## src/design/rmq_pkg.sv

```systemverilog
// shared types and constants for the rotation matrix to quaternion core
package rmq_pkg;

   localparam int FracBitsDefault = 14;
   localparam int MagW = 17;
   localparam int QuoW = 16;
   localparam int Lanes = 3;

   // quaternion part positions
   localparam logic [1:0] PosX = 2'd0;
   localparam logic [1:0] PosY = 2'd1;
   localparam logic [1:0] PosZ = 2'd2;
   localparam logic [1:0] PosW = 2'd3;

   typedef struct packed {
      logic signed [15:0] m00;
      logic signed [15:0] m01;
      logic signed [15:0] m02;
      logic signed [15:0] m10;
      logic signed [15:0] m11;
      logic signed [15:0] m12;
      logic signed [15:0] m20;
      logic signed [15:0] m21;
      logic signed [15:0] m22;
   } req_type;

   typedef struct packed {
      logic signed [15:0] qx;
      logic signed [15:0] qy;
      logic signed [15:0] qz;
      logic signed [15:0] qw;
      logic               invalid;
   } rsp_type;

   // control that rides along the pipeline with each request
   typedef struct packed {
      logic             valid;
      logic             invalid;
      logic [1:0]       hpos;
      logic [Lanes-1:0] neg;
   } ctl_type;

endpackage

```

## src/design/rmq_div_cell.sv

```systemverilog
// one quotient bit of a restoring divider
module rmq_div_cell import rmq_pkg::*; #(
   parameter int CW = 32,
   parameter int BIT = 15
) (
   input  logic            clock,
   input  logic [CW-1:0]   rem_in,
   input  logic [CW-1:0]   den_in,
   input  logic [QuoW-1:0] quo_in,
   output logic [CW-1:0]   rem_ff,
   output logic [CW-1:0]   den_ff,
   output logic [QuoW-1:0] quo_ff
);

   logic [CW-1:0]   shifted;
   logic            ge;
   logic [QuoW-1:0] quo_in_next;

   // compare against the shifted divisor
   always_comb begin
      shifted = den_in << BIT;
      ge = (rem_in >= shifted);
      quo_in_next = quo_in;
      quo_in_next[BIT] = ge;
   end

   always_ff @(posedge clock) begin
      rem_ff <= ge ? (rem_in - shifted) : rem_in;
      den_ff <= den_in;
      quo_ff <= quo_in_next;
   end

endmodule

```

## config.mk

```make
export PLATFORM = sky130hd
export DESIGN_NAME = rmq_div_cell
export DESIGN_NICKNAME = d
export VERILOG_FILES = /design/src/design/rmq_pkg.sv /design/src/design/rmq_div_cell.sv
export SDC_FILE = /design/constraint.sdc
export NUM_CORES = 1
export LEC_CHECK = 0
export BUFFER_PORTS_ARGS = -buffer_cell sky130_fd_sc_hd__buf_4
export CAP_MARGIN = 20
export CORE_MARGIN = 3
export CORE_UTILIZATION = 37
export DETAILED_ROUTE_END_ITERATION = 8
export GPL_TIMING_DRIVEN = 0
export PLACE_DENSITY = 0.75
export SLEW_MARGIN = 20
export SYNTH_ARGS = -nofsm -noshare
export SYNTH_HDL_FRONTEND = slang
export SYNTH_SLANG_ARGS = --single-unit
```

## constraint.sdc

```tcl
create_clock -name clock -period 3.11 [get_ports clock]
set_input_delay 0.1555 -clock clock [delete_from_list [all_inputs] [get_ports clock]]
set_output_delay 0.1555 -clock clock [all_outputs]
set_load 0.1 [all_outputs]
```

== Word level (Yosys, flattened, before mapping) ==
Cells that the tools add are included.

* Add/subtract/negate cells: 1
* $lt $le $gt $ge: 1
* Mux-type cells: 1

{| class="wikitable"
|+ Operator list
! kind !! count
|-
| greater-or-equal comparator 32 bit || 1
|-
| 2-to-1 mux 32 bit || 1
|-
| subtractor 32 bit || 1
|}

* Bits in registers: 80
* Bits of input ports: 81
* Logic and storage cells: 6

== Depth between registers and ports, before layout ==
Gate-level depths: netlist of run 1.

* Depth in word-level cells: 2
* Depth in mapped cells: 10

== Worst setup path before layout of run 1 ==
No wires, ideal clock.

* Kind: input -> register
* Start: in rem_in[15]
* End: reg rem_ff[29]
* Data arrival time: 1853 ps
* Data required time: 2989 ps
* Slack: 1136 ps
* Stages: 9
* Buffers on the path: 0
* Cells stage by stage: inv_1 > ha_1 > fa_1 > nand2b_1 > a21oi_1 > o211ai_1 > a31oi_1 > xor2_1 > mux2_4

* Longest elaborated chain between the ends: 2
* Elaborated cells between the ends (all ways): 3
* Classes of those cells: add/sub (1); order compare (1); mux (1)

{| class="wikitable"
|+ RTL lines
! element !! RTL line !! text
|-
| start: declaration || rmq_div_cell.sv:7 || <nowiki>input logic [CW-1:0] rem_in,</nowiki>
|-
| subtractor 32 bit or greater-or-equal comparator 32 bit (tied branches) || rmq_div_cell.sv:28, rmq_div_cell.sv:22 ||
|-
| 2-to-1 mux 32 bit (*) || rmq_div_cell.sv:28 || <nowiki>rem_ff <= ge ? (rem_in - shifted) : rem_in;</nowiki>
|-
| end signal: assignment || rmq_div_cell.sv:28 ||
|-
| end: declaration || rmq_div_cell.sv:10 || <nowiki>output logic [CW-1:0] rem_ff,</nowiki>
|}

Every way passes the cells marked *; elsewhere a longest branch is shown, timed or not.

== Worst setup path after layout of run 1 ==
* Start: in den_in[0]
* End: reg rem_ff[29]

* Longest elaborated chain between the ends: 2
* Elaborated cells between the ends (all ways): 3
* Classes of those cells: add/sub (1); order compare (1); mux (1)

{| class="wikitable"
|+ RTL lines
! element !! RTL line !! text
|-
| start: declaration || rmq_div_cell.sv:8 || <nowiki>input logic [CW-1:0] den_in,</nowiki>
|-
| subtractor 32 bit or greater-or-equal comparator 32 bit (tied branches) || rmq_div_cell.sv:28, rmq_div_cell.sv:22 ||
|-
| 2-to-1 mux 32 bit (*) || rmq_div_cell.sv:28 ||
|}

Marks and branches as above.

==> out/metrics.csv, run 1 <==
metric,value,unit
leading area contributor after synthesis,dfxtp_1,
post-synthesis sequential area ratio,56.2,%
router iterations before antenna repair,4,
Vias,2604,
worst slew pin tran,468,ps
Initial Util,38.7,%
deepest clock path buffer count,2,
setup TNS,0,ps
Yosys top cell area share,56.2,%
vias in the first global route,2644,
worst setup margin,605,ps
PwrDens,623,nW/um2
core area,7370,um2
CTS Sinks,80,
hpwl dp,5.57,mm
final wirelength,8.14,mm
vias per cell,4.50,
CP endpoint kind,register,
Die Area,8800,um2
"Clk pin slew, worst setup/hold paths",90,ps
FMAX,0.399,GHz
status,"complete, no violations",
GRT overflow,0,
H-Tree Level Count,3,
Yosys cell types,40,
final count of hold timing violations,0,
total track usage,18.0,%
endpoints failing setup,0,
met1 Use GR,19.3,%
CTS root buf,clkbuf_8,
first-pass GRT wire length,12.4,mm
Final Cycle Share,80.6,%
Post-Syn Instances,243,
Resize count post-CTS,0,
I/O Pins,161,
"Power, Total",3.12,mW
M3 GR Usage,5.45,%
initial antenna violation count,0,
grt peak-use layer,met2,
Routed Antenna Nets,0,
fillcell total,590,
P_leak,2.42,nW
Die H,93.8,um
starting DRC count in detailed routing,56,
max cap viols,0,
Crit Path Max Fanout,4,
met2 global-route usage,33.2,%
Max IR drop VDD,0.316,mV
Routed WL per cell,14.1,um
Slew headroom,68.7,%
layout cell share with drive strength beyond 1,42.9,%
Die Wd,93.8,um
synthesized cell area,2850,um2
CTS tree,built,
post-synth net total,342,
# port buffers,159,
fin. max-slew vios,0,
critical path type,input pin to register,
Remaining DRCs,0,
synth warn,0,
gpl congestion,0.795,
Crit path arrival time,2740,ps
pin count of the biggest net entering global routing,16,
unrepaired setup endpoints after global routing,no,
Num CTS Buffers,9,
startpoint types,input pin,
Ant. Diodes,0,
dpl ws,786,ps
Worst Path Required,3350,ps
synthesized area per cell,11.7,um2
#FFs+latches synth,80,
Area Growth Syn to Fin,75.4,%
fin nets,574,
num rows,31,
min cycle time layout,2510,ps
worst min path class,input pin to register,
"Setup Fix Bufs, Post-CTS",0,
"top cells by area, synth","dfxtp_1, ha_1, mux2_4, inv_1, xor2_1",
[final cells by class]
cell class | count | area, um2 | share of cell area, %
multi-input combinational | 138 | 1130 | 22.7
buffer | 3 | 30.0 | 0.600
clock buffer | 10 | 138 | 2.75
inverter | 22 | 85.1 | 1.70
sequential | 80 | 1600 | 32.0
tap | 99 | 124 | 2.48
timing repair buffer | 221 | 1810 | 36.3
clock inverter | 6 | 75.1 | 1.50
[final timing paths]
path                    from         end  slack (ps)  cells after the start
setup / recovery   den_in[0]  rem_ff[29]         600                     10
hold / removal    rem_in[30]  rem_ff[30]          40                      2
[critical path: stages]
cell and delay, ps:
dlygate4sd3_1 540, buf_4 140, ha_1 240, fa_1 420, nand2b_1 180, a21oi_1 220, o211ai_1 250, a31oi_1 260
xor2_1 90, mux2_4 250
[where the power goes]
part,switching [mW],internal [mW]
Sequential,0.0238,1.11
Combinational,0.826,0.354
Clock,0.400,0.404
[repair_timing]
| action | CTS | global route |
|---|---|---|
| endpoints found under the hold margin | 62 | 0 |
| endpoints found under the setup margin | 0 | 0 |
| hold buffers | 62 | 0 |
[placed cells by master, fill, tap and decap left out, types with 2 or more instances in the layout]
cell type	Yosys	final
a211oi_1	2	2
xor2_1	9	9
clkinv_4	0	2
clkbuf_8	0	10
ha_1	17	17
and3_1	2	2
nor2_1	5	5
xnor2_1	4	4
mux2i_1	2	2
nand2_1	14	14
nor4_1	4	4
o21ai_0	8	8
o21a_1	2	2
nor2b_1	3	3
mux2_4	9	9
nor3_1	4	4
nand3_1	6	6
nand4_1	2	2
inv_1	21	21
a21oi_2	4	4
dlygate4sd3_1	0	62
a21o_1	5	5
nor4b_2	2	2
mux2_2	6	6
a21oi_1	14	14
dfxtp_1	80	80
buf_4	0	159
o211ai_1	2	2
[metrics by stage]
step	hold slack, ps	utilization [%]	std cells	area [um2]
after floorplan	183	-	243	2850
after global placement	260	56.6	501	4170
after detailed placement	261	56.6	501	4170
after CTS	22.5	67.9	579	5000
after global routing	27.2	67.9	579	5000
final	43.7	67.9	579	5000
[flip-flops by register name (all words and copies together) (netlist names)]
register / count
den_ff: 32
quo_ff: 16
rem_ff: 32
[Yosys cell counts (all sizes together)]
cell and count:
xor2 9, ha 17, nand4 2, fa 1
nand2b 1, a211oi 2, a2111oi 2, nor2b 3
xnor2 4, nor4 4, nand3 6, mux2 15
nor2 5, nor3 4, clkbuf 1, o21a 3
buf 2, a31oi 2, a21oi 18, o211ai 2
nand2 14, o21ai 10, nor4b 2, dfxtp 80
inv 22, mux2i 2, and3 3, a21o 5
o221ai 1, o311ai 1
[metal layers]
metal | part of all wire, % | routed length (um) | vias up
li1 | - | - | 1300
met4 | 1.4 | 118 | 0
met3 | 7.5 | 608 | 10
met5 | 0 | 0 | -
met2 | 53 | 4280 | 101
met1 | 38 | 3140 | 1193
[kinds of logic (layout without fill, tap and decap cells)]
logic type	after synthesis	in the layout	share of synthesized area, %
DFF	80	80	56.2
AOI/OAI and AO/OA	46	46	11.6
and+or+nand+nor	44	44	8.21
buffers and inverters	25	262	4.04
adders and majority gates	18	18	8.16
muxes	17	17	7.81
xor gates and xnor gates	13	13	3.99
(Power assumes the default switching activity.)
==> run 2: changes to the inputs <==
- PLACE_DENSITY: 0.75 -> 0.78
- clock period: 3.11 -> 2.28 ns (I/O delays scaled with it)
==> run 2 against run 1 <==
  * Flip-flop and latch count unchanged
  * Hold slack worse by 25 ps
  * Setup slack worse by 560 ps
  * Combinational power up 46%
  * Total power up 39%
  * First-iteration DRC count up 45%
  * Sequential share of layout area down 1.8 points
  * Wire length up 14%
  * Final area up 5.9%
==> out/metrics.csv, run 2 (synthesis results as in run 1) <==
metric,value,unit
worst min-delay path startpoint,rem_in[28],
Critical Path Stages,12,
dpl ws,-29.0,ps
fin. max-slew vios,0,
Max IR drop VDD,0.427,mV
Multi-input gate area,1310,um2
Register Area,1600,um2
Die H,93.8,um
gpl congestion,0.792,
CTS root buf,clkbuf_8,
worst min path class,input pin to register,
Crit path arrival time,2460,ps
Crit Path Max Fanout,8,
max cap viols,0,
Slew headroom,77.9,%
deepest clock path buffer count,2,
endpoints failing setup,0,
status,"complete, no violations",
CTS tree,built,
I/O Pins,161,
pin count of the biggest net entering global routing,15,
most frequent cells in the layout,"buf_4, dfxtp_1, dlygate4sd3_1",
Routed Antenna Nets,0,
fin nets,585,
"Clk pin slew, worst setup/hold paths",80,ps
Largest regs,"den_ff: 32 flops, rem_ff: 32 flops, quo_ff: 16 flops",
fillcell total,518,
num rows,31,
GRT overflow,0,
layout cell share with drive strength beyond 1,46.0,%
worst path bufs/invs,5,
Die Wd,93.8,um
CTS Sinks,80,
max incr delay on CP,540,ps
H-Tree Level Count,3,
Area Growth Syn to Fin,85.7,%
initial antenna violation count,1,
placed cells,501,
"Power, Total",4.33,mW
Post-DP Area,4170,um2
Remaining DRCs,0,
startpoint types,input pin,
# port buffers,159,
worst slew pin tran,328,ps
final count of hold timing violations,0,
Worst Path Required,2510,ps
minimum hold slack,19.0,ps
Worst Setup SP,den_in[11],
PwrDens,818,nW/um2
Num CTS Buffers,9,
hold depth,2,
"Critical Path, Cell by Cell",dlygate4sd3_1 > buf_4 > inv_1 > ha_4 > nand2_2 > o21a_1 > o211ai_1 > a21oi_2 > o21a_4 > inv_8 > clkbuf_16 > mux2_4,
"commonest non-fill, non-tap cell in the layout",buf_4,
CP endpoint kind,register,
Final Cycle Share,97.9,%
total track usage,20.6,%
Final Instance Area,5300,um2
first-pass GRT wire length,13.9,mm
worst setup margin,48.8,ps
slowest cell on the critical path,dlygate4sd3_1,
P_leak,2.48,nW
starting DRC count in detailed routing,81,
"Largest delay share family, worst path",buffers and inverters,
final wirelength,9.29,mm
Die Area,8800,um2
core area,7370,um2
Final Core Density,71.9,%
Routed WL per cell,15.7,um
FMAX,0.448,GHz
vias in the first global route,2853,
router iterations before antenna repair,4,
hpwl dp,5.82,mm
setup TNS,0,ps
vias per cell,4.60,
critical path type,input pin to register,
min cycle time layout,2230,ps
Vias,2719,
Initial Util,38.7,%
Final Non-Filler Cells,591,
==> run 2: cell type report <==
class	count	share of cell area [%]
clock buffer	11	2.67
clock inverter	5	1.18
inverter	22	1.70
multi-input combinational	138	24.7
buffer	3	0.614
sequential	80	30.2
tap	99	2.34
antenna	1	0.0473
timing repair buffer	232	36.5
==> run 2: metal layers <==
metal  global-route usage (%)  up-vias  wire [um]
met5                        0        -          0
met2                     39.3      115       5220
met4                     9.39        0        253
met3                     4.49       20        538
met1                     21.2     1258       3280
li1                         -     1326          -
==> run 2: worst paths after layout <==
check	endpoint	slack, ps
worst max-delay path	rem_ff[26]	50
worst min-delay path	rem_ff[28]	20
==> run 2: power breakdown <==
part	internal [mW]	switching [mW]	total (mW)
sequential	1.51	0.0337	1.55
combinational	0.545	1.17	1.72
clock	0.545	0.524	1.07
==> run 2: repair_timing <==
item	CTS	global route
endpoints found under the setup margin	0	15
buffers inserted	0	3
endpoints found under the hold margin	69	0
hold buffers	69	0
resized for setup	0	32
