<file path="src/design/rmq_sqrt_cell.sv">
// one digit step of the integer square root
module rmq_sqrt_cell #(
   parameter int SW = 16,
   parameter int RW = 19
) (
   input  logic            clock,
   input  logic [2*SW-1:0] x_in,
   input  logic [RW-1:0]   rem_in,
   input  logic [SW-1:0]   root_in,
   output logic [2*SW-1:0] x_ff,
   output logic [RW-1:0]   rem_ff,
   output logic [SW-1:0]   root_ff
);

   logic [RW-1:0] cur, trial;
   logic          ge;

   // bring down two bits and try the next root bit
   always_comb begin
      cur = {rem_in[RW-3:0], x_in[2*SW-1 -: 2]};
      trial = RW'({root_in, 2'b01});
      ge = (cur >= trial);
   end

   always_ff @(posedge clock) begin
      x_ff <= x_in << 2;
      rem_ff <= ge ? (cur - trial) : cur;
      root_ff <= {root_in[SW-2:0], ge};
   end

endmodule

</file>
<file path="config.mk">
export PLATFORM = sky130hd
export DESIGN_NAME = rmq_sqrt_cell
export DESIGN_NICKNAME = d
export VERILOG_FILES = /design/src/design/rmq_sqrt_cell.sv
export SDC_FILE = /design/constraint.sdc
export NUM_CORES = 1
export LEC_CHECK = 0
export BUFFER_PORTS_ARGS = -buffer_cell sky130_fd_sc_hd__buf_2
export CAP_MARGIN = 40
export CORE_ASPECT_RATIO = 0.8
export CORE_MARGIN = 2
export CORE_UTILIZATION = 46
export CTS_BUF_LIST = sky130_fd_sc_hd__clkbuf_4
export DETAILED_ROUTE_END_ITERATION = 12
export PLACE_DENSITY = 0.82
export SYNTH_ARGS = -nofsm -noshare
export SYNTH_HDL_FRONTEND = slang
export SYNTH_SLANG_ARGS = --single-unit
</file>
<file path="constraint.sdc">
create_clock -name clock -period 3.25 [get_ports clock]
set_input_delay 0.65 -clock clock [delete_from_list [all_inputs] [get_ports clock]]
set_output_delay 0.65 -clock clock [all_outputs]
set_load 0.02 [all_outputs]
</file>
* Word-level counts from Yosys, hierarchy flattened
Index checks and enable logic that the tools add are counted.
** Storage, ports and cells
- Word-level logic and storage cells :: 6
- Bits of input ports :: 68
- Output and inout bits :: 67
- Bits in registers :: 65
** Cells by class
- Add/sub/neg operators :: 1
- Multiplexer cells :: 1
- Order comparisons :: 1
** Operators with widths (count)
- $ge A19 B18 Y1 :: 1
- $mux W19 :: 1
- $sub A19 B18 Y19 :: 1

* Depth between registers and ports, before layout
Gate-level depths: netlist (run 1).
- Depth after elaboration :: 2
- Depth in mapped cells :: 10
- Mapped depth without buffers :: 9

* Least setup slack after synthesis (run 1)
No wires, ideal clock.
- Kind :: input to register
- Start :: input root_in[14]
- End :: register rem_ff[10]
- Data required time :: 3.129 ns
- Stages :: 8
- Buffers on the path :: 0
- Setup slack :: 0.736 ns
- Library setup time :: 0.121 ns
- Arrival time :: 2.394 ns
- Cell sequence :: inv_1 ha_1 a21o_1 a211o_1 a31oi_2 o21ai_1 a31oi_4 mux2_2
** Between the ends
- Word-level cells in the longest chain between the ends :: 2
** RTL lines
- start, declared :: line 9 : input logic [SW-1:0] root_in,
- $ge A19 B18 Y1 :: line 22 : ge = (cur >= trial);
- $mux W19 :: line 27 : rem_ff <= ge ? (cur - trial) : cur;
- end signal, assigned :: line 27
- end, declared :: line 11 : output logic [RW-1:0] rem_ff,
Every way passes these cells.

* Worst setup path in the final report (run 1)
- Start :: input rem_in[14]
- End :: register rem_ff[4]
** Between the ends
- Word-level cells in the longest chain between the ends :: 2
** RTL lines
- start, declared :: line 8 : input logic [RW-1:0] rem_in,
- $ge A19 B18 Y1 :: line 22
- $mux W19 :: line 27
Every way passes these cells.

==> impl_metrics.json, run 1 <==
{
  "worst-endpoint-required_ns": 3.57,
  "fin_util_pct": 65.2,
  "final_cell_mix": "130 x buf_2, 65 x dfxtp_1, 22 x inv_1",
  "clkPwrFrac_pct": 28.3,
  "fin_crit_ns": 2.44,
  "synthFlopType": "dfxtp_1",
  "fin_crit_sh_pct": 75.1,
  "cts.clk_slew.worst_paths_ns": 0.11,
  "overflow": 0,
  "gp_congestion": 0.861,
  "grt_max_degree": 13,
  "ys_warn_count": 0,
  "antenna_found_initial": 0,
  "rows": 23,
  "switchingPower_mw": 0.583,
  "cts-resized-gates": 0,
  "crit_type": "in -> reg",
  "areaGrowthSynthToFinish_pct": 34.4,
  "numCtsBuffers": 9,
  "htreeDepth": 3,
  "postCtsSetupRepairBufs": 0,
  "slowest_delay_ns": 0.36,
  "cellLeakagePower_nw": 1.73,
  "async_reset_ff_share_pct": 0,
  "post-route-drc-count": 0,
  "seq_area_frac_synth_pct": 53.0,
  "avgRoutedWirePerCell_um": 12.4,
  "clk_path_buf_depth": 2,
  "final_common_cell": "buf_2",
  "p_comb_share_pct": 24.0,
  "ys_seq_elements": 65,
  "hold_path.class": "in -> reg",
  "intPower_mw": 1.29,
  "initial_core_util_pct": 48.5,
  "ir_drop_v": 0.000413,
  "rsz0062_at_grt": "no",
  "path_cells": "buf_2 > ha_1 > a21o_1 > a211o_1 > a31oi_2 > o21ai_1 > a31oi_4 > buf_4 > a211oi_1 > a21o_1",
  "drt_pass1_iterations": 5,
  "synth-edff-count": 0,
  "drt_iter0_markers": 81,
  "finalNetCount": 461,
  "postSynthAreaPerCell_um2": 10.4,
  "die_w_um": 85.7,
  "crit_top_cell": "a21o_1",
  "grt_first_pass_wirelength_mm": 8.62,
  "vias": 2153,
  "synthCells": 236,
  "maxCapViolations": 0,
  "cp_slowest_cell": "ha_1",
  "finalSetupViolCount": 0,
  "cp.arrival_ns": 2.76,
  "power_mw": 1.87,
  "root_buffer": "clkbuf_4",
  "p_per_area_nw_per_um2": 566,
  "antenna_cells": 0,
  "die_area_um2": 5950,
  "wirelength_mm": 5.47,
  "pwr-share-seq_pct": 47.7,
  "synth_cell_types": 45,
  "fill_cells": 448,
  "fin_setup_tns_ns": 0,
  "dieHeight_um": 69.4,
  "cp-start-kind": "primary input",
  "vias_per_cell": 4.87,
  "io_buffers": 130,
  "cts_sinks": 65,
  "slew_viol_final": 0,
  "grt_usage_pct": 18.5,
  "run_status": "complete, no violations",
  "syn_area_um2": 2460,
  "end_kind": "flip-flop",
  "hold_buffers": 0,
  "max_freq_mhz": 410,
  "antenna_left": 0,
  "core_area_um2": 5060,
  "tritoncts": "built",
  "drive_gt1_share_pct": 40.5,
  "worstPathMaxFanout": 11,
  "hp-start": "x_in[0]",
  "dp_hpwl_mm": 4.41,
  "p_sw_share_pct": 31.2,
  "pin_count": 135,
  "grt_pass1_vias": 2063,
  "hold_violations": 0,
  "crit_start": "rem_in[14]"
}
## state kept, by name, summed over array words and instances, names as in the netlist
signal   count
root_ff     16
rem_ff      19
x_ff        30
## Yosys cell counts (all sizes together), types with 2 or more instances
cell    count  share of area, %
ha         18               9.2
a21oi       7               1.4
buf         5               1.7
o21a        3              0.92
o211ai      4               1.2
o22ai       2              0.51
nand2      17               2.6
nand3       6               1.7
a31oi       3               1.6
a21o        9               2.7
nor2       10               1.5
or3         2              0.51
nor3        3              0.61
dfxtp      65                53
xnor2       5               1.8
inv        22               3.4
a21boi      2              0.76
xor2        9               3.2
nand2b      2              0.51
a211o       2              0.71
o21ai      22               4.5
## power by group through the flow
stage                     logic [mW]  clock network [mW]  registers, mW
after floorplan                0.189                   0           1.02
after global placement         0.440                   0          0.908
after detailed placement       0.450                   0          0.911
after CTS                      0.451               0.549          0.894
after global routing           0.492               0.579          0.901
final                          0.448               0.529          0.893
## kinds of logic after synthesis
group                    count (synthesis)  share of synthesized area [%]
flip-flops                              65                           53.0
AO/OA/AOI/OAI                           62                           17.3
AND/OR/NAND/NOR                         46                           9.42
buffers and inverters                   28                           5.19
adder cells (fa/ha/maj)                 18                           9.17
XOR/XNOR                                14                           4.99
multiplexers                             2                          0.866
other                                    1                          0.153
## metrics by stage
| step | setup WS, ns | std cells | hold slack [ns] | cell area [µm²] |
|---|---|---|---|---|
| detailed placement | 0.369 | 426 | 0.754 | 3170 |
| global route | 0.697 | 442 | 0.287 | 3300 |
| finish | 0.810 | 442 | 0.326 | 3300 |
| floorplan | 0.736 | 237 | 0.678 | 2460 |
| global placement | 0.453 | 426 | 0.752 | 3170 |
| CTS | 0.848 | 442 | 0.296 | 3300 |
## path summary, 6_finish.rpt
path / depth (start not counted) / end / slack [ns]
worst min-delay path: 1 / x_ff[2] / 0.33
worst max-delay path: 10 / rem_ff[4] / 0.81
## routing by layer
layer,track usage [%],wire length (µm),vias up
li1,-,-,1095
met1,20.0,2190,948
met2,30.4,2510,101
met3,11.1,672,9
met4,5.82,89,0
met5,0,0,-
## final cells by class
class / instances / area [µm²] / area share, %
flip-flops and latches: 65 / 1300 / 39.4
multi-input cells: 144 / 1030 / 31.2
repair buffers: 133 / 673 / 20.4
inverters: 22 / 82.6 / 2.50
well taps: 62 / 77.6 / 2.35
clock inverters: 7 / 68.8 / 2.08
clock buffers: 9 / 67.6 / 2.05
## critical path: cells and delay by family
| family | cells | cell delay [ns] |
|---|---|---|
| AOI/OAI and AO/OA | 7 | 1.43 |
| adders and majority gates | 1 | 0.36 |
| buffers and inverters | 2 | 0.33 |
No activity file was read; power rests on OpenSTA's default activity.
==> run 2: changes to the inputs <==
- clock period: 3.25 -> 2.47 ns (I/O delays scaled with it)
==> run 2 against run 1 <==
Effect of this change: hold slack worse by 0.15 ns; routed wire length grew 4.8%; sequential share of layout area is 1.3 points lower; setup slack got worse by 0.50 ns; critical path depth decreased by 1; non-clock buffer count increased by 11; sequential power rose by 32%; largest power group unchanged.
==> impl_metrics.json, run 2 (synthesized netlist as in run 1, its figures left out) <==
{
  "run_status": "complete, no violations",
  "htreeDepth": 3,
  "cts-resized-gates": 0,
  "io_buffers": 130,
  "vias_per_cell": 4.84,
  "grt_pass1_vias": 2157,
  "hold_violations": 0,
  "areaGrowthSynthToFinish_pct": 39.0,
  "drt_iter0_markers": 51,
  "worst-endpoint-required_ns": 2.83,
  "dieHeight_um": 69.4,
  "post-route-drc-count": 0,
  "die_w_um": 85.7,
  "ir_drop_v": 0.000486,
  "tritoncts": "built",
  "finalNetCount": 472,
  "root_buffer": "clkbuf_4",
  "avgRoutedWirePerCell_um": 12.6,
  "fin_crit_ns": 2.16,
  "core_area_um2": 5060,
  "clk_path_buf_depth": 2,
  "cp.arrival_ns": 2.52,
  "end_kind": "flip-flop",
  "crit_start": "rem_in[0]",
  "grt_usage_pct": 19.6,
  "initial_core_util_pct": 48.5,
  "grtUsageMet2_pct": 33.3,
  "dp_cells": 437,
  "antenna_found_initial": 0,
  "postCtsSetupRepairBufs": 0,
  "largest_register_ffs": 30,
  "hp-start": "x_in[3]",
  "final_common_cell": "buf_2",
  "crit_type": "in -> reg",
  "min_to": "x_ff[5]",
  "drive_gt1_share_pct": 42.5,
  "use_met1_pct": 20.1,
  "holdWs_ns": 0.171,
  "fin_cells": 453,
  "reg_top3": "x_ff x30, rem_ff x19, root_ff x16",
  "dp_hpwl_mm": 4.66,
  "fin_crit_sh_pct": 87.3,
  "overflow": 0,
  "wirelength_mm": 5.73,
  "cp-start-kind": "primary input",
  "numCtsBuffers": 9,
  "slew_viol_final": 0,
  "antenna_left": 0,
  "grt_first_pass_wirelength_mm": 9.11,
  "top_register": "x_ff",
  "grt_max_degree": 20,
  "fin_setup_tns_ns": 0,
  "grt_util_met3_pct": 11.5,
  "hold_buffers": 0,
  "rows": 23,
  "min_path_cells": 1,
  "cellLeakagePower_nw": 1.80,
  "cts_sinks": 65,
  "worstPathMaxFanout": 3,
  "finalSetupViolCount": 0,
  "rsz0062_at_grt": "no",
  "cts.clk_slew.worst_paths_ns": 0.11,
  "die_area_um2": 5950,
  "p_per_area_nw_per_um2": 764,
  "maxCapViolations": 0,
  "final_cell_mix": "130 x buf_2, 65 x dfxtp_1, 22 x inv_1",
  "drt_pass1_iterations": 4,
  "antenna_cells": 0,
  "pin_count": 135,
  "max_freq_mhz": 464,
  "gp_congestion": 0.876,
  "hold_path.class": "in -> reg",
  "grt-busiest-layer": "met2",
  "fill_cells": 429,
  "vias": 2191
}
-- run 2: worst max-delay path: stages --
cell and delay [ns]:
buf_2 0.11, ha_1 0.31, nor2b_1 0.16, o31a_1 0.27, nor3_1 0.28, o211ai_1 0.24, a221o_1 0.41, nor3_1 0.14
a21o_1 0.10
-- run 2: metrics by stage --
stage	area, µm²	setup WS, ns	utilization (%)	total power, mW
4_1_cts	3410	0.350	67.4	2.63
3_3_place_gp	3250	-0.0109	64.2	1.80
5_1_grt	3410	0.260	67.4	2.74
6_report	3410	0.313	67.4	2.61
2_1_floorplan	2460	0.112	-	1.58
3_5_place_dp	3250	-0.0530	64.2	1.82
-- run 2: power by group --
part	leakage, nW	switching, mW	internal (mW)
logic	1.16	0.364	0.252
clock network	0.0890	0.387	0.428
registers	0.548	0.0247	1.15
-- run 2: how the worst max path moves through the flow --
stage / slack (ns) / endpoint / depth (start not counted)
6_report: 0.31 / rem_ff[18] / 9
5_1_grt: 0.26 / rem_ff[18] / 10
4_1_cts: 0.35 / rem_ff[18] / 9
3_5_place_dp: -0.05 / rem_ff[18] / 9
3_3_place_gp: -0.01 / rem_ff[4] / 10
2_1_floorplan: 0.11 / rem_ff[10] / 8
-- run 2: layer usage --
metal	vias up	part of all wire, %
li1	1109	-
met4	0	1.2
met2	100	47
met5	-	0
met3	9	13
met1	973	39
-- run 2: area by class of cell --
type / instances / area (µm²) / area share (%)
clock buffers: 10 / 75.1 / 2.20
repair buffers: 144 / 756 / 22.1
well taps: 62 / 77.6 / 2.27
multi-input cells: 144 / 1030 / 30.2
clock inverters: 6 / 90.1 / 2.64
inverters: 22 / 82.6 / 2.42
flip-flops and latches: 65 / 1300 / 38.1
==> run 3: changes to the inputs <==
- BUFFER_PORTS_ARGS: -buffer_cell sky130_fd_sc_hd__buf_2 -> -buffer_cell sky130_fd_sc_hd__buf_4
- CORE_UTILIZATION: 46 -> 49
- PLACE_DENSITY: 0.82 -> 0.86
- clock period: 2.47 -> 2.7 ns (I/O delays scaled with it)
==> run 3 against run 2 <==
Effect of this change: setup slack gained 0.16 ns; sequential share of layout area shrank 2.7 points; clock power shrank 22%; first-iteration DRC count grew 33%; critical path type unchanged; critical endpoint unchanged; largest cell class unchanged; largest power group unchanged; highest routed layer unchanged.
==> impl_metrics.json, run 3 (synthesized netlist as in run 1, its figures left out) <==
{
  "run_status": "complete, no violations",
  "path_cells": "buf_4 > ha_1 > nor2b_1 > o31a_1 > nor3_1 > o211ai_1 > a221o_1 > nor3_1 > a21o_1",
  "numCtsBuffers": 9,
  "grt_first_pass_wirelength_mm": 9.10,
  "initial_core_util_pct": 49.9,
  "cp.arrival_ns": 2.59,
  "cellLeakagePower_nw": 1.88,
  "worst-endpoint-required_ns": 3.06,
  "clk_path_buf_depth": 2,
  "finalNetCount": 466,
  "crit_top_cell": "nor3_1",
  "io_buffers": 130,
  "grt_pass1_vias": 2079,
  "postCtsSetupRepairBufs": 0,
  "crit_type": "in -> reg",
  "cp-start-kind": "primary input",
  "cts-resized-gates": 0,
  "fin_setup_tns_ns": 0,
  "p_per_area_nw_per_um2": 638,
  "largest_register_ffs": 30,
  "maxCapViolations": 0,
  "cp_slowest_cell": "a221o_1",
  "antenna_found_initial": 0,
  "wirelength_mm": 5.83,
  "root_buffer": "clkbuf_4",
  "cts.clk_slew.worst_paths_ns": 0.11,
  "pin_count": 135,
  "max_freq_mhz": 450,
  "dp_hpwl_mm": 4.65,
  "slowest_delay_ns": 0.43,
  "reg_top3": "x_ff x30, rem_ff x19, root_ff x16",
  "post-route-drc-count": 0,
  "vias_per_cell": 4.92,
  "cp.depth": 9,
  "dieHeight_um": 67.3,
  "finalSetupViolCount": 0,
  "crit_family": "compound AO/OA/AOI/OAI gates",
  "fin_crit_sh_pct": 82.3,
  "areaGrowthSynthToFinish_pct": 49.7,
  "core_area_um2": 4920,
  "cp_num_buf_inv": 1,
  "final_cell_mix": "137 x buf_4, 65 x dfxtp_1, 22 x inv_1",
  "drt_pass1_iterations": 4,
  "timing.final.ws_setup_ns": 0.477,
  "antenna_cells": 0,
  "end_kind": "flip-flop",
  "grt_usage_pct": 21.0,
  "slew_viol_final": 0,
  "gp_congestion": 0.925,
  "die_area_um2": 5600,
  "htreeDepth": 3,
  "hold_path.class": "in -> reg",
  "crit_start": "rem_in[0]",
  "antenna_left": 0,
  "worstPathMaxFanout": 4,
  "ir_drop_v": 0.000393,
  "hold_buffers": 0,
  "crit_path_end": "rem_ff[18]",
  "top_register": "x_ff",
  "dp_cells": 431,
  "place_ws_ns": 0.111,
  "fin_crit_ns": 2.22,
  "final_common_cell": "buf_4",
  "hold_violations": 0,
  "cts_sinks": 65,
  "vias": 2200,
  "avgRoutedWirePerCell_um": 13.0,
  "grt_max_degree": 14,
  "die_w_um": 83.2,
  "rsz0062_at_grt": "no",
  "rows": 23,
  "tritoncts": "built",
  "drive_gt1_share_pct": 41.6,
  "overflow": 0,
  "drt_iter0_markers": 68,
  "fin_cells": 447
}
==> run 3: changes by cell type in the layout (fill, tap and decap cells not counted), sizes merged <==
cell,before,now
buf,144,138
bufinv,2,1
clkbuf,10,9
clkinv,2,5
inv,24,23
==> run 3: cell type report <==
class / instances / area, µm²
repair buffers: 138 / 1050
clock inverters: 7 / 70.1
well taps: 62 / 77.6
inverters: 22 / 82.6
fillers: 375 / 1240
multi-input cells: 144 / 1030
flip-flops and latches: 65 / 1300
clock buffers: 9 / 67.6
==> run 3: metrics by stage <==
step / area (µm²) / utilization, % / power, mW / hold WS, ns
finish: 3680 / 74.8 / 2.35 / 0.220
global route: 3680 / 74.8 / 2.48 / 0.172
CTS: 3680 / 74.8 / 2.38 / 0.184
detailed placement: 3540 / 72.0 / 1.74 / 0.645
global placement: 3540 / 72.0 / 1.72 / 0.644
floorplan: 2460 / - / 1.45 / 0.568
==> run 3: how the worst min path moves through the flow <==
stage,from,end,slack (ns),depth (start not counted)
after floorplan,root_in[9],root_ff[10],0.57,0
after global placement,x_in[23],x_ff[25],0.64,1
after detailed placement,x_in[6],x_ff[8],0.65,1
after CTS,x_in[9],x_ff[11],0.18,1
after global routing,x_in[26],x_ff[28],0.17,1
final,x_in[9],x_ff[11],0.22,1
==> run 3: power breakdown <==
part           total [mW]  internal [mW]  switching [mW]
clock network       0.635          0.282           0.353
logic               0.635          0.301           0.334
registers            1.08           1.05          0.0259
==> run 3: metal layers <==
| metal | GRT usage, % | routed length, µm | vias to the layer above | share of wire [%] |
|---|---|---|---|---|
| li1 | - | - | 1101 | - |
| met1 | 21.4 | 2260 | 991 | 39 |
| met2 | 36.7 | 2760 | 97 | 47 |
| met3 | 11.1 | 710 | 11 | 12 |
| met4 | 9.02 | 97 | 0 | 1.7 |
| met5 | 0 | 0 | - | 0 |
