## src/design/rmq_pkg.sv

```systemverilog
// shared types and constants for the rotation matrix to quaternion core
package rmq_pkg;

   localparam int FracBitsDefault = 14;
   localparam int MagW = 17;
   localparam int QuoW = 16;
   localparam int Lanes = 3;

   // quaternion part positions
   localparam logic [1:0] PosX = 2'd0;
   localparam logic [1:0] PosY = 2'd1;
   localparam logic [1:0] PosZ = 2'd2;
   localparam logic [1:0] PosW = 2'd3;

   typedef struct packed {
      logic signed [15:0] m00;
      logic signed [15:0] m01;
      logic signed [15:0] m02;
      logic signed [15:0] m10;
      logic signed [15:0] m11;
      logic signed [15:0] m12;
      logic signed [15:0] m20;
      logic signed [15:0] m21;
      logic signed [15:0] m22;
   } req_type;

   typedef struct packed {
      logic signed [15:0] qx;
      logic signed [15:0] qy;
      logic signed [15:0] qz;
      logic signed [15:0] qw;
      logic               invalid;
   } rsp_type;

   // control that rides along the pipeline with each request
   typedef struct packed {
      logic             valid;
      logic             invalid;
      logic [1:0]       hpos;
      logic [Lanes-1:0] neg;
   } ctl_type;

endpackage

```

## src/design/rmq_front.sv

```systemverilog
// input stage: branch choice, square-root argument and dividend magnitudes
module rmq_front import rmq_pkg::*; #(
   parameter int FRAC_BITS = FracBitsDefault,
   parameter int AW = 19
) (
   input  logic                 clock,
   input  logic                 reset,
   input  logic                 accept,
   input  req_type              req,
   output ctl_type              ctl_ff,
   output logic signed [AW-1:0] arg_ff,
   output logic [MagW-1:0]      mag_ff [Lanes]
);

   localparam logic signed [AW-1:0] One = {{(AW-1){1'b0}}, 1'b1} << FRAC_BITS;

   ctl_type              ctl_in;
   logic signed [AW-1:0] arg_in;
   logic [MagW-1:0]      mag_in [Lanes];

   logic signed [AW-1:0] a00, a11, a22, trace;
   logic signed [17:0]   e01, e02, e10, e12, e20, e21;
   logic signed [17:0]   d [Lanes];
   logic [1:0]           isel;

   // branch selection and lane dividends
   always_comb begin
      a00 = AW'(req.m00);
      a11 = AW'(req.m11);
      a22 = AW'(req.m22);
      e01 = 18'(req.m01);
      e02 = 18'(req.m02);
      e10 = 18'(req.m10);
      e12 = 18'(req.m12);
      e20 = 18'(req.m20);
      e21 = 18'(req.m21);
      trace = a00 + a11 + a22;
      if (req.m00 < req.m11) begin
         isel = (req.m11 < req.m22) ? PosZ : PosY;
      end else begin
         isel = (req.m00 < req.m22) ? PosZ : PosX;
      end
      ctl_in.valid = accept;
      ctl_in.invalid = 1'b0;
      if (trace > 0) begin
         ctl_in.hpos = PosW;
         arg_in = trace + One;
         d[0] = e21 - e12;
         d[1] = e02 - e20;
         d[2] = e10 - e01;
      end else begin
         ctl_in.hpos = isel;
         case (isel)
            PosX: begin
               arg_in = a00 - a11 - a22 + One;
               d[0] = e10 + e01;
               d[1] = e20 + e02;
               d[2] = e21 - e12;
            end
            PosY: begin
               arg_in = a11 - a22 - a00 + One;
               d[0] = e01 + e10;
               d[1] = e21 + e12;
               d[2] = e02 - e20;
            end
            default: begin
               arg_in = a22 - a00 - a11 + One;
               d[0] = e02 + e20;
               d[1] = e12 + e21;
               d[2] = e10 - e01;
            end
         endcase
         ctl_in.invalid = (arg_in <= 0);
      end
      for (int l = 0; l < Lanes; l++) begin
         ctl_in.neg[l] = d[l][17];
         mag_in[l] = d[l][17] ? MagW'(-d[l]) : MagW'(d[l]);
      end
   end

   // control register
   always_ff @(posedge clock) begin
      if (reset) begin
         ctl_ff <= '0;
      end else begin
         ctl_ff <= ctl_in;
      end
   end

   // payload register
   always_ff @(posedge clock) begin
      arg_ff <= arg_in;
      for (int l = 0; l < Lanes; l++) begin
         mag_ff[l] <= mag_in[l];
      end
   end

endmodule

```

## config.mk

```make
export PLATFORM = sky130hd
export DESIGN_NAME = rmq_front
export DESIGN_NICKNAME = d
export VERILOG_FILES = /design/src/design/rmq_pkg.sv /design/src/design/rmq_front.sv
export SDC_FILE = /design/constraint.sdc
export NUM_CORES = 1
export LEC_CHECK = 0
export BUFFER_PORTS_ARGS = -buffer_cell sky130_fd_sc_hd__buf_2
export CORE_ASPECT_RATIO = 2
export CORE_MARGIN = 5
export CORE_UTILIZATION = 55
export DETAILED_ROUTE_END_ITERATION = 16
export PLACE_DENSITY = 0.8
export REMOVE_ABC_BUFFERS = 1
export SYNTH_ARGS = -nofsm -noshare
export SYNTH_HDL_FRONTEND = slang
export SYNTH_SLANG_ARGS = --single-unit
```

## constraint.sdc

```tcl
create_clock -name clock -period 6.4 [get_ports clock]
set_input_delay 0.32 -clock clock [delete_from_list [all_inputs] [get_ports clock]]
set_output_delay 0.32 -clock clock [all_outputs]
set_load 0.02 [all_outputs]
```

Word-level counts from Yosys, hierarchy flattened
Index checks and enable logic that the tools add are counted.
- register bits: 77
- bits in latches: 0
- bits in writable memories: 0
- ROM bits: 0
- output and inout bits: 77
- memories: 0
- add/subtract/negate cells: 21
- multipliers: 0
- divide/modulo/power cells: 0
- $lt $le $gt $ge: 5
- equal/unequal tests: 1
- shifts and indexed selects: 0
- mux-type cells: 12
- bitwise logic cells: 0
- reduce and logical (&&, ||, !) cells: 2
- operator list (cell ; number):
    case mux 54 bit (2 select lines) ; 1
    subtractor 16 x 16 -> 17 bit ; 6
    adder 18 x 16 -> 19 bit (second input constant) ; 4
    adder 16 x 16 -> 17 bit ; 4
    2-to-1 mux 54 bit ; 1
    subtractor 17 x 16 -> 18 bit ; 3
    2-to-1 mux 17 bit ; 3
    negator 17 bit ; 3
    < comparator 16 bit ; 3
    2-to-1 mux 19 bit ; 2
    case mux 19 bit (2 select lines) ; 1
    less-or-equal comparator 19 x 1 -> 1 bit (second input constant) ; 1
    adder 17 x 16 -> 18 bit ; 1
    > comparator 18 x 1 -> 1 bit (second input constant) ; 1
    2-to-1 mux 2 bit ; 4
    equality test 2 x 1 -> 1 bit (second input constant) ; 1
    logical NOT 2 bit ; 1
    OR reduction 2 bit ; 1

Longest topological paths before layout
Gate-level depths: netlist (run 1).
- depth in word-level cells: 8
- mapped depth: 31
- mapped depth without buffers: 28

Worst setup path before layout (run 1)
OpenSTA, ideal clock, no wires.
- path type: input to register
- start: input req[4] (netlist bit)
- end: register mag_ff[48] (netlist bit)
- library setup time: 125 ps
- arrival: 6058 ps
- path slack: 217 ps
- cell stages on the path: 29
- buffers on the path: 3
- cells stage by stage: inv_1 -> fa_1 -> inv_1 -> ha_1 -> a21oi_1 -> a211oi_1 -> o21ai_1 -> nor4b_1 -> nor2b_1 -> o21ai_0 -> nand2b_1 -> xor2_1 -> inv_1 -> ha_1 -> nand4_1 -> or3_1 -> a2111o_1 -> a2111oi_4 -> nor2_1 -> clkbuf_1 -> clkbuf_1 -> clkbuf_1 -> o21a_1 -> inv_1 -> ha_1 -> o21ai_0 -> nor3_1 -> a31oi_1 -> xnor2_1
- RTL lines (item ; RTL line ; source):
    from (decl) ; rmq_front.sv:9 ; input req_type req,
    to (signal, indexed assignment) ; rmq_front.sv:94 ; mag_ff[l] <= mag_in[l];
    to (decl) ; rmq_front.sv:12 ; output logic [MagW-1:0] mag_ff [Lanes]

==> metrics list, run 1 <==
* Standard cell area after detailed placement: 17900 µm²
* Distinct cell type count of the synthesized netlist: 84
* Layout area overhead: 13.2%
- Critical path startpoint category: input port
- Entering global routing, the biggest net connects 41 pins.
- The finished layout holds 2617 standard cells, fillers aside.
- The first global-routing pass estimated 89.3 mm of wire.
- Across every metal layer, demand over resource in global routing totals 35.3%.
- Setup repair after global routing left no endpoint under its margin.
- Number of routed nets with antenna violations: 0
- Run status: complete, no violations
* Leakage Power: 8.83 nW
- After synthesis the cells add up to 16100 µm².
- The detailed router placed 16200 vias in this run.
- IO buf count: 223
- By count the netlist is led by 294 x sky130_fd_sc_hd__ha_1, 201 x sky130_fd_sc_hd__inv_1, 152 x sky130_fd_sc_hd__nor2_1, 135 x sky130_fd_sc_hd__a21oi_1, 122 x sky130_fd_sc_hd__nand2_1.
* Cells resized by post-CTS repair: 0
* Minimum clock period: 6000 ps
- Clock-pin slew was measured on the worst setup and hold paths at 60 ps.
- Total routed wirelength: 58.9 mm
* Total inserted antenna cells: 0
* Deepest level of the CTS H-tree: 3
* Worst setup path category: in2reg
* Post-synthesis sequential element count: 77
- Fillcell total: 2677
- At the pin with the least slew margin, the transition time is 1300 ps.
- Registers take 1540 µm².
- The average instance in the mapped netlist occupies 7.95 µm².
* Combinational share of power: 71.8%
- Counting every sink on the clock net gives 77.
- The finished cells cover 18200 µm².
* YS warnings: 0
- Antenna violations before repair: 0
- From bottom edge to top edge, the die measures 252 µm.
- For this configuration, the core starts out at a cell density of 55.7%.
- Number of placed I/O pins: 224
* Total power density per cell area: 288 nW/µm²
* Final Hold Slack: 168 ps
* Area enclosed by the die boundary: 33000 µm²
* Core Util, Final: 63.0%
- MaxCap Viol Count: 0
* Number of failing hold endpoints at the final stage: 0
- Post-CTS timing repair inserted 0 buffers for setup.
- Max incr delay on CP: 560 ps
- Max-slew violations: 0
- The root buffer cell chosen for the clock tree is sky130_fd_sc_hd__clkbuf_16.
- Registers are responsible for 16.5% of the overall power.
- The number of clock buffers added by TritonCTS is 9.
* Arrival time at the worst endpoint: 6280 ps
- Routed vias/inst: 6.17
* Count of routing violations after the opening detailed-route iteration: 920
* Maximum frequency from static timing analysis: 167 MHz
* Worst voltage drop across the vdd grid: 201 µV
- Number of global-route vias before repair: 16800
- Sequential elements use 9.56% of the synthesized area.
- Required arrival time at the worst endpoint: 6680 ps
- Fraction of final layout cells with drive strength greater than 1: 14.8%
- Setup violations remaining at the end of the flow were counted as 0.
- In this run the worst path has a maximum fanout of 8.
- Synthesis produced 2028 cells.
- The internal portion of the total power is 2.53 mW.
* Final nets: 2771
- Cell taking the most area after synthesis: sky130_fd_sc_hd__ha_1
- Headroom to the max-slew limit came out at 13.1%.
- Yosys mapped a number of flops with a built-in enable equal to 0.
- For this run, design rule violations remaining after detail routing come to 0.
* GPL Wtd Cong: 1.01
* Number of iterations in the first detailed-routing pass: 5
- Critical-path cell with the highest stage delay: sky130_fd_sc_hd__fa_1
- In this run the core area contains 88 standard-cell rows.
- Die span in x: 131 µm
- Endpoint class of the critical path: flop
* Share of the clock period used by the worst path: 93.8%
- Main synth FF type: sky130_fd_sc_hd__dfxtp_1
- Number of buffers inserted by hold repair at cts: 0
* Area of the multi-input gates: 13600 µm²
- Type of the tightest min-delay check: in2reg
- Including well taps, the total number of placed cells is 2601.
* Core outline area: 29000 µm²
- Once detailed placement completed, the half-perimeter wirelength came to 49.8 mm.
- After layout, the design draws a total of 5.25 mW.
* Maximum clock insertion buffer count: 2
- The synthesized design devotes to its leading area cell type 22.8% of total area.
- Ranked by total cell area, the synthesized netlist is headed by sky130_fd_sc_hd__ha_1 23%, sky130_fd_sc_hd__fa_1 9.7%, sky130_fd_sc_hd__dfxtp_1 9.6%.
* Proportion of synthesized flip-flops having asynchronous set or reset: 0%
- Most prevalent standard cell on the critical path: sky130_fd_sc_hd__inv_1
- Cell with the most instances after synthesis: sky130_fd_sc_hd__ha_1
- The analysis attributes to net switching a power of 2.72 mW.
- Average wire per cell in the routed design: 22.5 µm
- CTS tree: done
* Net Sw Frac: 51.8%
- Total gr overflow: 0
- The clock network burns 11.8% of the power.
[critical path: cells and delay by family]
| kind | cells | cell delay [ps] |
|---|---|---|
| buffers and inverters | 7 | 970 |
| xor gates and xnor gates | 2 | 330 |
| and+or+nand+nor | 4 | 670 |
| adders and majority gates | 3 | 1030 |
| AOI/OAI and AO/OA | 9 | 2960 |
[layout make-up]
| type | instances | share of cell area (%) |
|---|---|---|
| Multi-Input combinational cell | 1689 | 74.6 |
| Timing Repair Buffer | 274 | 8.49 |
| Sequential cell | 77 | 8.45 |
| Inverter | 201 | 4.14 |
| Tap cell | 360 | 2.47 |
| Clock buffer | 9 | 1.23 |
| Clock inverter | 7 | 0.658 |
[flip-flops by register name, summed over array words and instances, names as in the netlist]
register / count
mag_ff: 51
arg_ff: 19
ctl_ff: 7
[cell usage in the layout, fill, tap and decap left out, drive strengths merged, types with 37 or more instances in the layout]
master,n
a21oi,137
a31oi,37
buf,274
dfxtp,77
fa,78
ha,294
inv,203
nand2,122
nand3,46
nor2,152
nor2b,48
nor3,59
o21ai,104
xnor2,106
xor2,56
[worst paths after layout]
path	startpoint	end	slack, ps	cells past startpoint
setup / recovery	req[4]	mag_ff[14]	400	25
hold / removal	accept	ctl_ff[6]	170	2
[kinds of logic (layout without fill, tap and decap cells)]
family                     count (synthesis)  count (layout)  share of synthesized area [%]
and+or+nand+nor                          567             567                           17.3
AOI/OAI and AO/OA                        543             543                           22.6
adders and majority gates                372             372                           32.5
buffers and inverters                    262             491                           6.23
xor gates and xnor gates                 162             162                           8.85
DFF                                       77              77                           9.56
muxes                                     45              45                           2.90
[metal layers]
| metal | GRT usage, % | wire length [µm] |
|---|---|---|
| met1 | 30.7 | 17600 |
| met2 | 66.5 | 31900 |
| met3 | 4.38 | 2740 |
| met4 | 32.3 | 6690 |
| met5 | 0 | 0 |
[power groups by stage]
stage,Clock [mW],Combinational (mW),Sequential [mW]
after detailed placement,0,3.68,0.862
after global placement,0,3.63,0.871
after floorplan,0,2.16,1.07
after global routing,0.640,4.05,0.869
final,0.617,3.77,0.865
after CTS,0.624,3.71,0.858
[through the flow]
| step | setup WS, ps | setup TNS, ps |
|---|---|---|
| after floorplan | -292 | -3810 |
| after global placement | 5.63 | 0 |
| after detailed placement | -76.1 | -76.1 |
| after CTS | 287 | 0 |
| after global routing | 20.0 | 0 |
| final | 400 | 0 |
No activity file was read; power rests on OpenSTA's default activity.
==> inputs of run 2 (changes only) <==
- CORE_ASPECT_RATIO: 2 -> 1.4
==> run 2 against run 1 <==
Die area is 0.48% lower. Sequential cell count is the same. Critical path type unchanged. First-iteration DRC count up 16%. Total power is 3.2% lower.
==> metrics list, run 2 (synthesis results as in run 1) <==
* Run status: complete, no violations
* Worst-path clk slew: 70 ps
* Core Util, Final: 62.7%
* Pin slew with the least headroom to its limit: 918 ps
- Once the floorplan was initialized, standard cells occupied 55.4% of the core.
* Max-slew violations: 0
- In this run the number of H-tree levels came out at 3.
- After detailed routing, the total wire length is 52.9 mm.
- The first global-routing pass estimated 81.3 mm of wire.
- Number of sinks on the clock net: 77
- For this run the aggregate overflow at the end of global routing stands at 0.
- The HPWL after detailed placement is 44.7 mm.
- Number of failing hold endpoints at the final stage: 0
* Endpoint class of the critical path: flop
- Worst setup path category: in2reg
- Leaving out fill and tap cells, the most frequent cell in the layout is sky130_fd_sc_hd__ha_1.
- The library cells used most frequently in the layout, excluding fill and tap cells, are 294 x sky130_fd_sc_hd__ha_1, 223 x sky130_fd_sc_hd__buf_2, 201 x sky130_fd_sc_hd__inv_1, 151 x sky130_fd_sc_hd__nor2_1, 134 x sky130_fd_sc_hd__a21oi_1.
- Dividing total power by cell area gives a power density of 279 nW/µm².
- In the routed design, unresolved DRC markers number 0.
- Critical Path Source: req[68]
- Max incr delay on CP: 530 ps
- More flip-flops sit in one register than any other, and that register is mag_ff.
* Maximum fanout along the worst path: 5
- Across the VDD grid, the largest voltage drop is 182 µV.
- Total global-route track usage: 31.0%
- Arrival time at the worst endpoint: 6110 ps
- The number of hold buffers added after CTS was 0.
- Dividing the detail-routed wire length by the instance count gives 20.0 µm.
- Final worst slack: 534 ps
* Number of routed nets with antenna violations: 0
- Area enclosed by the die boundary: 32900 µm²
- Die span in x: 155 µm
- Entering global routing, the biggest net connects 34 pins.
- Fillcell total: 2639
- Before antenna repair, the detailed router went through 7 iterations.
- Worst slew margin relative to its limit: 37.0%
* Count of routing violations after the opening detailed-route iteration: 1070
- The slowest stage of the critical path belongs to the cell sky130_fd_sc_hd__fa_1.
- Unrepaired setup endpoints after global routing: false
- Total CTS buffers: 9
- GPL Wtd Cong: 1.00
* Area of the multi-input gates: 13600 µm²
- Input and output buffers added on the ports amount to 223.
- Post-Place Setup Slack: 24.4 ps
- After clock tree synthesis, the repair step resized 0 gates.
- Maximum clock insertion buffer count: 2
* CTS tree: done
* Height of the chip: 213 µm
- Leakage Power: 8.81 nW
- Share of the clock period used by the worst path: 91.7%
* Area of all placed cells without fillers: 18200 µm²
- Minimum clock period: 5870 ps
* Routed vias/inst: 6.00
* Largest regs: mag_ff x51, arg_ff x19, ctl_ff x7
- The number of global-route vias before repair was 15900.
- Required arrival time at the worst endpoint: 6650 ps
* Setup violation total in the final timing report: 0
- Core outline area: 29100 µm²
* Sequential cell area: 1540 µm²
- The register with the most flip-flops in the layout has 51 of them.
- Number of placed I/O pins: 224
* Fraction of final layout cells with drive strength greater than 1: 14.8%
- Across the run, the number of max-cap violations was 0.
* Cell depth of the worst min-delay path: 2
- The floorplan has 74 rows.
- In this run the cell area measured after placement is 17900 µm².
- Critical path cell sequence: buf_2 -> inv_1 -> fa_1 -> inv_1 -> ha_1 -> inv_1 -> a211o_2 -> a2111oi_0 -> buf_4 -> o21a_1 -> o21a_1 -> nor2_1 -> xnor2_1 -> inv_1 -> ha_1 -> nand4_1 -> or3_1 -> a2111o_1 -> a2111o_1 -> a21oi_2 -> nand4b_1 -> nor4_1 -> nand4b_1 -> o31ai_1
- Based on the critical path, the design can be clocked at up to 170 MHz.
- Library cell used as clock root buffer: sky130_fd_sc_hd__clkbuf_16
- Count of buffers added by post-CTS timing repair for setup: 0
- Type of the tightest min-delay check: in2reg
- By instance count, the cell type seen most on the critical path is sky130_fd_sc_hd__inv_1.
- Endpoint of the worst hold path: ctl_ff[6]
* Final Power: 5.08 mW
* Vias after detailed routing: 15900
- The net count of the finished layout is 2774.
- Layout area overhead: 13.1%
- Critical path startpoint category: input port
- Antenna violations before repair: 1
- Final Hold Slack: 201 ps
- The startpoint identified for the worst hold timing path is accept.
run 2: final cells by class:
type,count,share of cell area [%]
Clock buffer,9,1.24
Antenna cell,1,0.0137
Timing Repair Buffer,277,8.55
Sequential cell,77,8.46
Multi-Input combinational cell,1689,74.5
Tap cell,380,2.61
Clock inverter,7,0.446
Inverter,201,4.14
run 2: worst max-delay path by stage:
| stage | end | slack [ps] | cells after the start |
|---|---|---|---|
| floorplan | mag_ff[29] | -290 | 26 |
| global placement | ctl_ff[5] | 70 | 24 |
| detailed placement | ctl_ff[5] | 20 | 24 |
| CTS | ctl_ff[5] | 350 | 24 |
| global route | mag_ff[50] | 50 | 27 |
| finish | ctl_ff[5] | 530 | 24 |
run 2: per-layer routing:
layer,global-route usage (%),part of all wire (%),vias to the layer above
li1,-,-,7573
met1,32.8,36,7516
met2,59.6,53,610
met3,2.61,4.7,153
met4,17.6,6.0,0
met5,0,0,-
run 2: power by group:
group	total [mW]	internal, mW	switching [mW]
Clock	0.543	0.308	0.235
Sequential	0.853	0.719	0.134
Combinational	3.69	1.44	2.25
Total	5.08	2.46	2.62
run 2: critical path, delay by kind of cell:
family / cells / cell delay [ps]
compound gates: 8 / 2590
xor+xnor: 1 / 140
fa+ha+maj: 3 / 1010
buf+inv: 6 / 740
simple gates: 6 / 1310
run 2: through the flow:
stage	instances	TNS, ps
floorplan	1967	-3810
global placement	2624	0
detailed placement	2624	0
CTS	2640	0
global route	2640	0
finish	2641	0
==> inputs of run 3 (changes only) <==
- CORE_UTILIZATION: 55 -> 61
- PLACE_DENSITY: 0.8 -> 0.84
- clock period: 6.4 -> 5.4 ns (I/O delays scaled with it)
==> run 3 against run 2 <==
Global-route usage up 4.9 points. Critical path depth up 2. Cell count up 4.2%. First-iteration DRC count up 15%. Clock-buffer cell count up 1. Final area up 8.7%. Sequential share of layout area down 0.68 points. Core utilization up 13 points. Via count up 6.8%. Setup slack worse by 510 ps.
==> metrics list, run 3 (synthesis results as in run 1) <==
- Deepest level of the CTS H-tree: 3
* Filler-free cell count of the finished design: 2753
* Number of buffers inserted by hold repair at cts: 0
- CTS tree: done
- Max-slew violations: 0
- The number of clock buffers added by TritonCTS is 9.
* Wire length of the first global-routing pass: 86.2 mm
- Total power density per cell area: 336 nW/µm²
* Library cell used as clock root buffer: sky130_fd_sc_hd__clkbuf_16
- Required arrival time at the worst endpoint: 5690 ps
- The top cell types in the final layout, fill and taps aside, are 289 x sky130_fd_sc_hd__ha_1, 223 x sky130_fd_sc_hd__buf_2, 213 x sky130_fd_sc_hd__buf_4, 198 x sky130_fd_sc_hd__inv_1, 151 x sky130_fd_sc_hd__nor2_1.
- Height of the chip: 202 µm
- Global routing used 36.4% of the available met1 tracks.
* Most prevalent standard cell on the critical path: sky130_fd_sc_hd__buf_4
- Worst-path clk slew: 70 ps
- Sum of negative setup slack: 0 ps
* Largest regs: mag_ff x51, arg_ff x19, ctl_ff x7
- Setup repair after global routing could not meet its margin everywhere.
- Area of all placed cells without fillers: 19800 µm²
- Maximum fanout along the worst path: 5
- Global routing consumed, on the met2 layer, 65.6% of the routing resources.
- The first detailed-routing pass took 6 iterations.
- Worst slew margin relative to its limit: 45.2%
- Entering global routing, the biggest net connects 41 pins.
* Fraction of final layout cells with drive strength greater than 1: 22.3%
- The clock passes through at most 2 buffers.
- The final hold violation count was 0.
- Number of placed I/O pins: 224
* Met3 routing resource usage after global routing: 3.41%
- In this run the static leakage power is 9.72 nW.
- Critical Path Source: req[3]
- The number of global-route vias before repair is 17300.
* Antenna violations before repair: 3
* Worst setup path category: in2reg
* Total routed wirelength: 56.7 mm
- In the final design database the tool counted 2941 nets.
- The global routing stage identified its most utilized layer as met2.
* Fillcell total: 1947
- The floorplan has 70 rows.
* Vias after detailed routing: 16900
* Number of routed nets with antenna violations: 0
- Standard cell area after detailed placement: 19000 µm²
- Dividing the detail-routed wire length by the instance count gives 20.6 µm.
- Endpoint of the worst hold path: ctl_ff[6]
* Run status: complete, no violations
- MaxCap Viol Count: 0
- VDD sags by at most 286 µV.
- Leading cell type in the layout, fill and taps excluded: sky130_fd_sc_hd__ha_1
- For the worst setup path, the data arrival time is 5660 ps.
- Share of the clock period used by the worst path: 99.5%
- Global routing finished with a remaining overflow of 0.
- The floorplan step defined a die boundary enclosing 29800 µm².
- HPWL reported at the end of detailed placement: 47.1 mm
* Minimum clock period: 5370 ps
* GPL Wtd Cong: 1.02
- STA classifies the critical path startpoint as an input port.
- The worst setup path is captured at a flop.
* Final Hold Slack: 134 ps
- Total global-route track usage: 35.9%
- For this run, design rule violations remaining after detail routing come to 0.
* Register name with the most flops: mag_ff
- The clock net in this run drives a total of 77 sinks.
* Initial cell density of the core: 61.8%
- Based on the critical path, the design can be clocked at up to 186 MHz.
- Count of routing violations after the opening detailed-route iteration: 1232
- The startpoint identified for the worst hold timing path is accept.
- Die span in x: 147 µm
- Placed Cells incl. Taps: 2719
- At the pin with the least slew margin, the transition time is 811 ps.
- Cell depth of the worst min-delay path: 2
- From synthesis to final layout, the design area changed by 22.9%.
- Setup violation total in the final timing report: 0
- Type of the tightest min-delay check: in2reg
- Number of flip-flops under the largest register name: 51
- Critical-path cell with the highest stage delay: sky130_fd_sc_hd__fa_2
- Buffers placed on the I/O ports in this run total 223.
* Max incr delay on CP: 510 ps
* Routed vias/inst: 6.15
- The region available for standard cell placement spans 26100 µm².
-- run 3: cell types whose count changed in the layout (fill, tap and decap cells not counted), moves of 3 or more --
cell and delta:
sky130_fd_sc_hd__inv_1 -3, sky130_fd_sc_hd__fa_2 +4, sky130_fd_sc_hd__buf_6 +5, sky130_fd_sc_hd__buf_4 +162, sky130_fd_sc_hd__ha_1 -5, sky130_fd_sc_hd__clkinvlp_4 -3, sky130_fd_sc_hd__ha_4 +4, sky130_fd_sc_hd__fa_1 -4
sky130_fd_sc_hd__inv_2 +3, sky130_fd_sc_hd__nor4_1 -3, sky130_fd_sc_hd__o41ai_4 +3
-- run 3: worst max-delay path by stage --
| stage | depth (start not counted) | endpoint | slack, ps |
|---|---|---|---|
| floorplan | 26 | mag_ff[29] | -1240 |
| global placement | 23 | ctl_ff[5] | -800 |
| detailed placement | 23 | ctl_ff[5] | -890 |
| CTS | 26 | mag_ff[16] | 4 |
| global route | 28 | mag_ff[14] | -140 |
| finish | 26 | mag_ff[14] | 30 |
-- run 3: repair_timing --
item                                    4_1_cts  5_1_grt
endpoints found under the setup margin       32       41
gates resized for setup                      23       42
setup buffers                                 1       15
pin swaps                                     7       35
-- run 3: layout make-up --
cell class	instances	area [µm²]	area share [%]
clock inverters	6	116	0.587
repair buffers	444	2830	14.3
inverters	201	754	3.81
clock buffers	10	239	1.21
well taps	324	405	2.05
diodes	2	5.00	0.0253
flip-flops and latches	77	1540	7.78
multi-input cells	1689	13900	70.3
-- run 3: worst max-delay path, delay by kind of cell --
kind	cells	cell delay [ps]
compound gates	8	1880
xor+xnor	2	300
fa+ha+maj	3	970
buf+inv	7	1050
mux	1	310
simple gates	5	870
-- run 3: where the power goes --
| part | leakage (nW) | internal [mW] | total, mW | switching (mW) |
|---|---|---|---|---|
| clock | 0.174 | 0.469 | 0.740 | 0.271 |
| combinational | 8.90 | 2.02 | 4.91 | 2.89 |
| sequential | 0.647 | 0.852 | 1.01 | 0.154 |
| total | 9.72 | 3.35 | 6.66 | 3.31 |
-- run 3: per-layer routing --
metal / routed length [µm] / vias up / part of all wire [%]
li1: - / 7907 / -
met1: 19900 / 7916 / 35
met2: 28400 / 816 / 50
met3: 2680 / 294 / 4.7
met4: 5810 / 0 / 10
met5: 0 / - / 0
-- run 3: through the flow --
step | total power [mW] | util (%) | setup slack (ps)
4_1_cts | 6.43 | 74.6 | 3.63
6_report | 6.66 | 75.9 | 29.0
2_1_floorplan | 3.83 | - | -1240
3_3_place_gp | 5.53 | 72.7 | -800
5_1_grt | 7.04 | 75.9 | -144
3_5_place_dp | 5.62 | 72.7 | -895
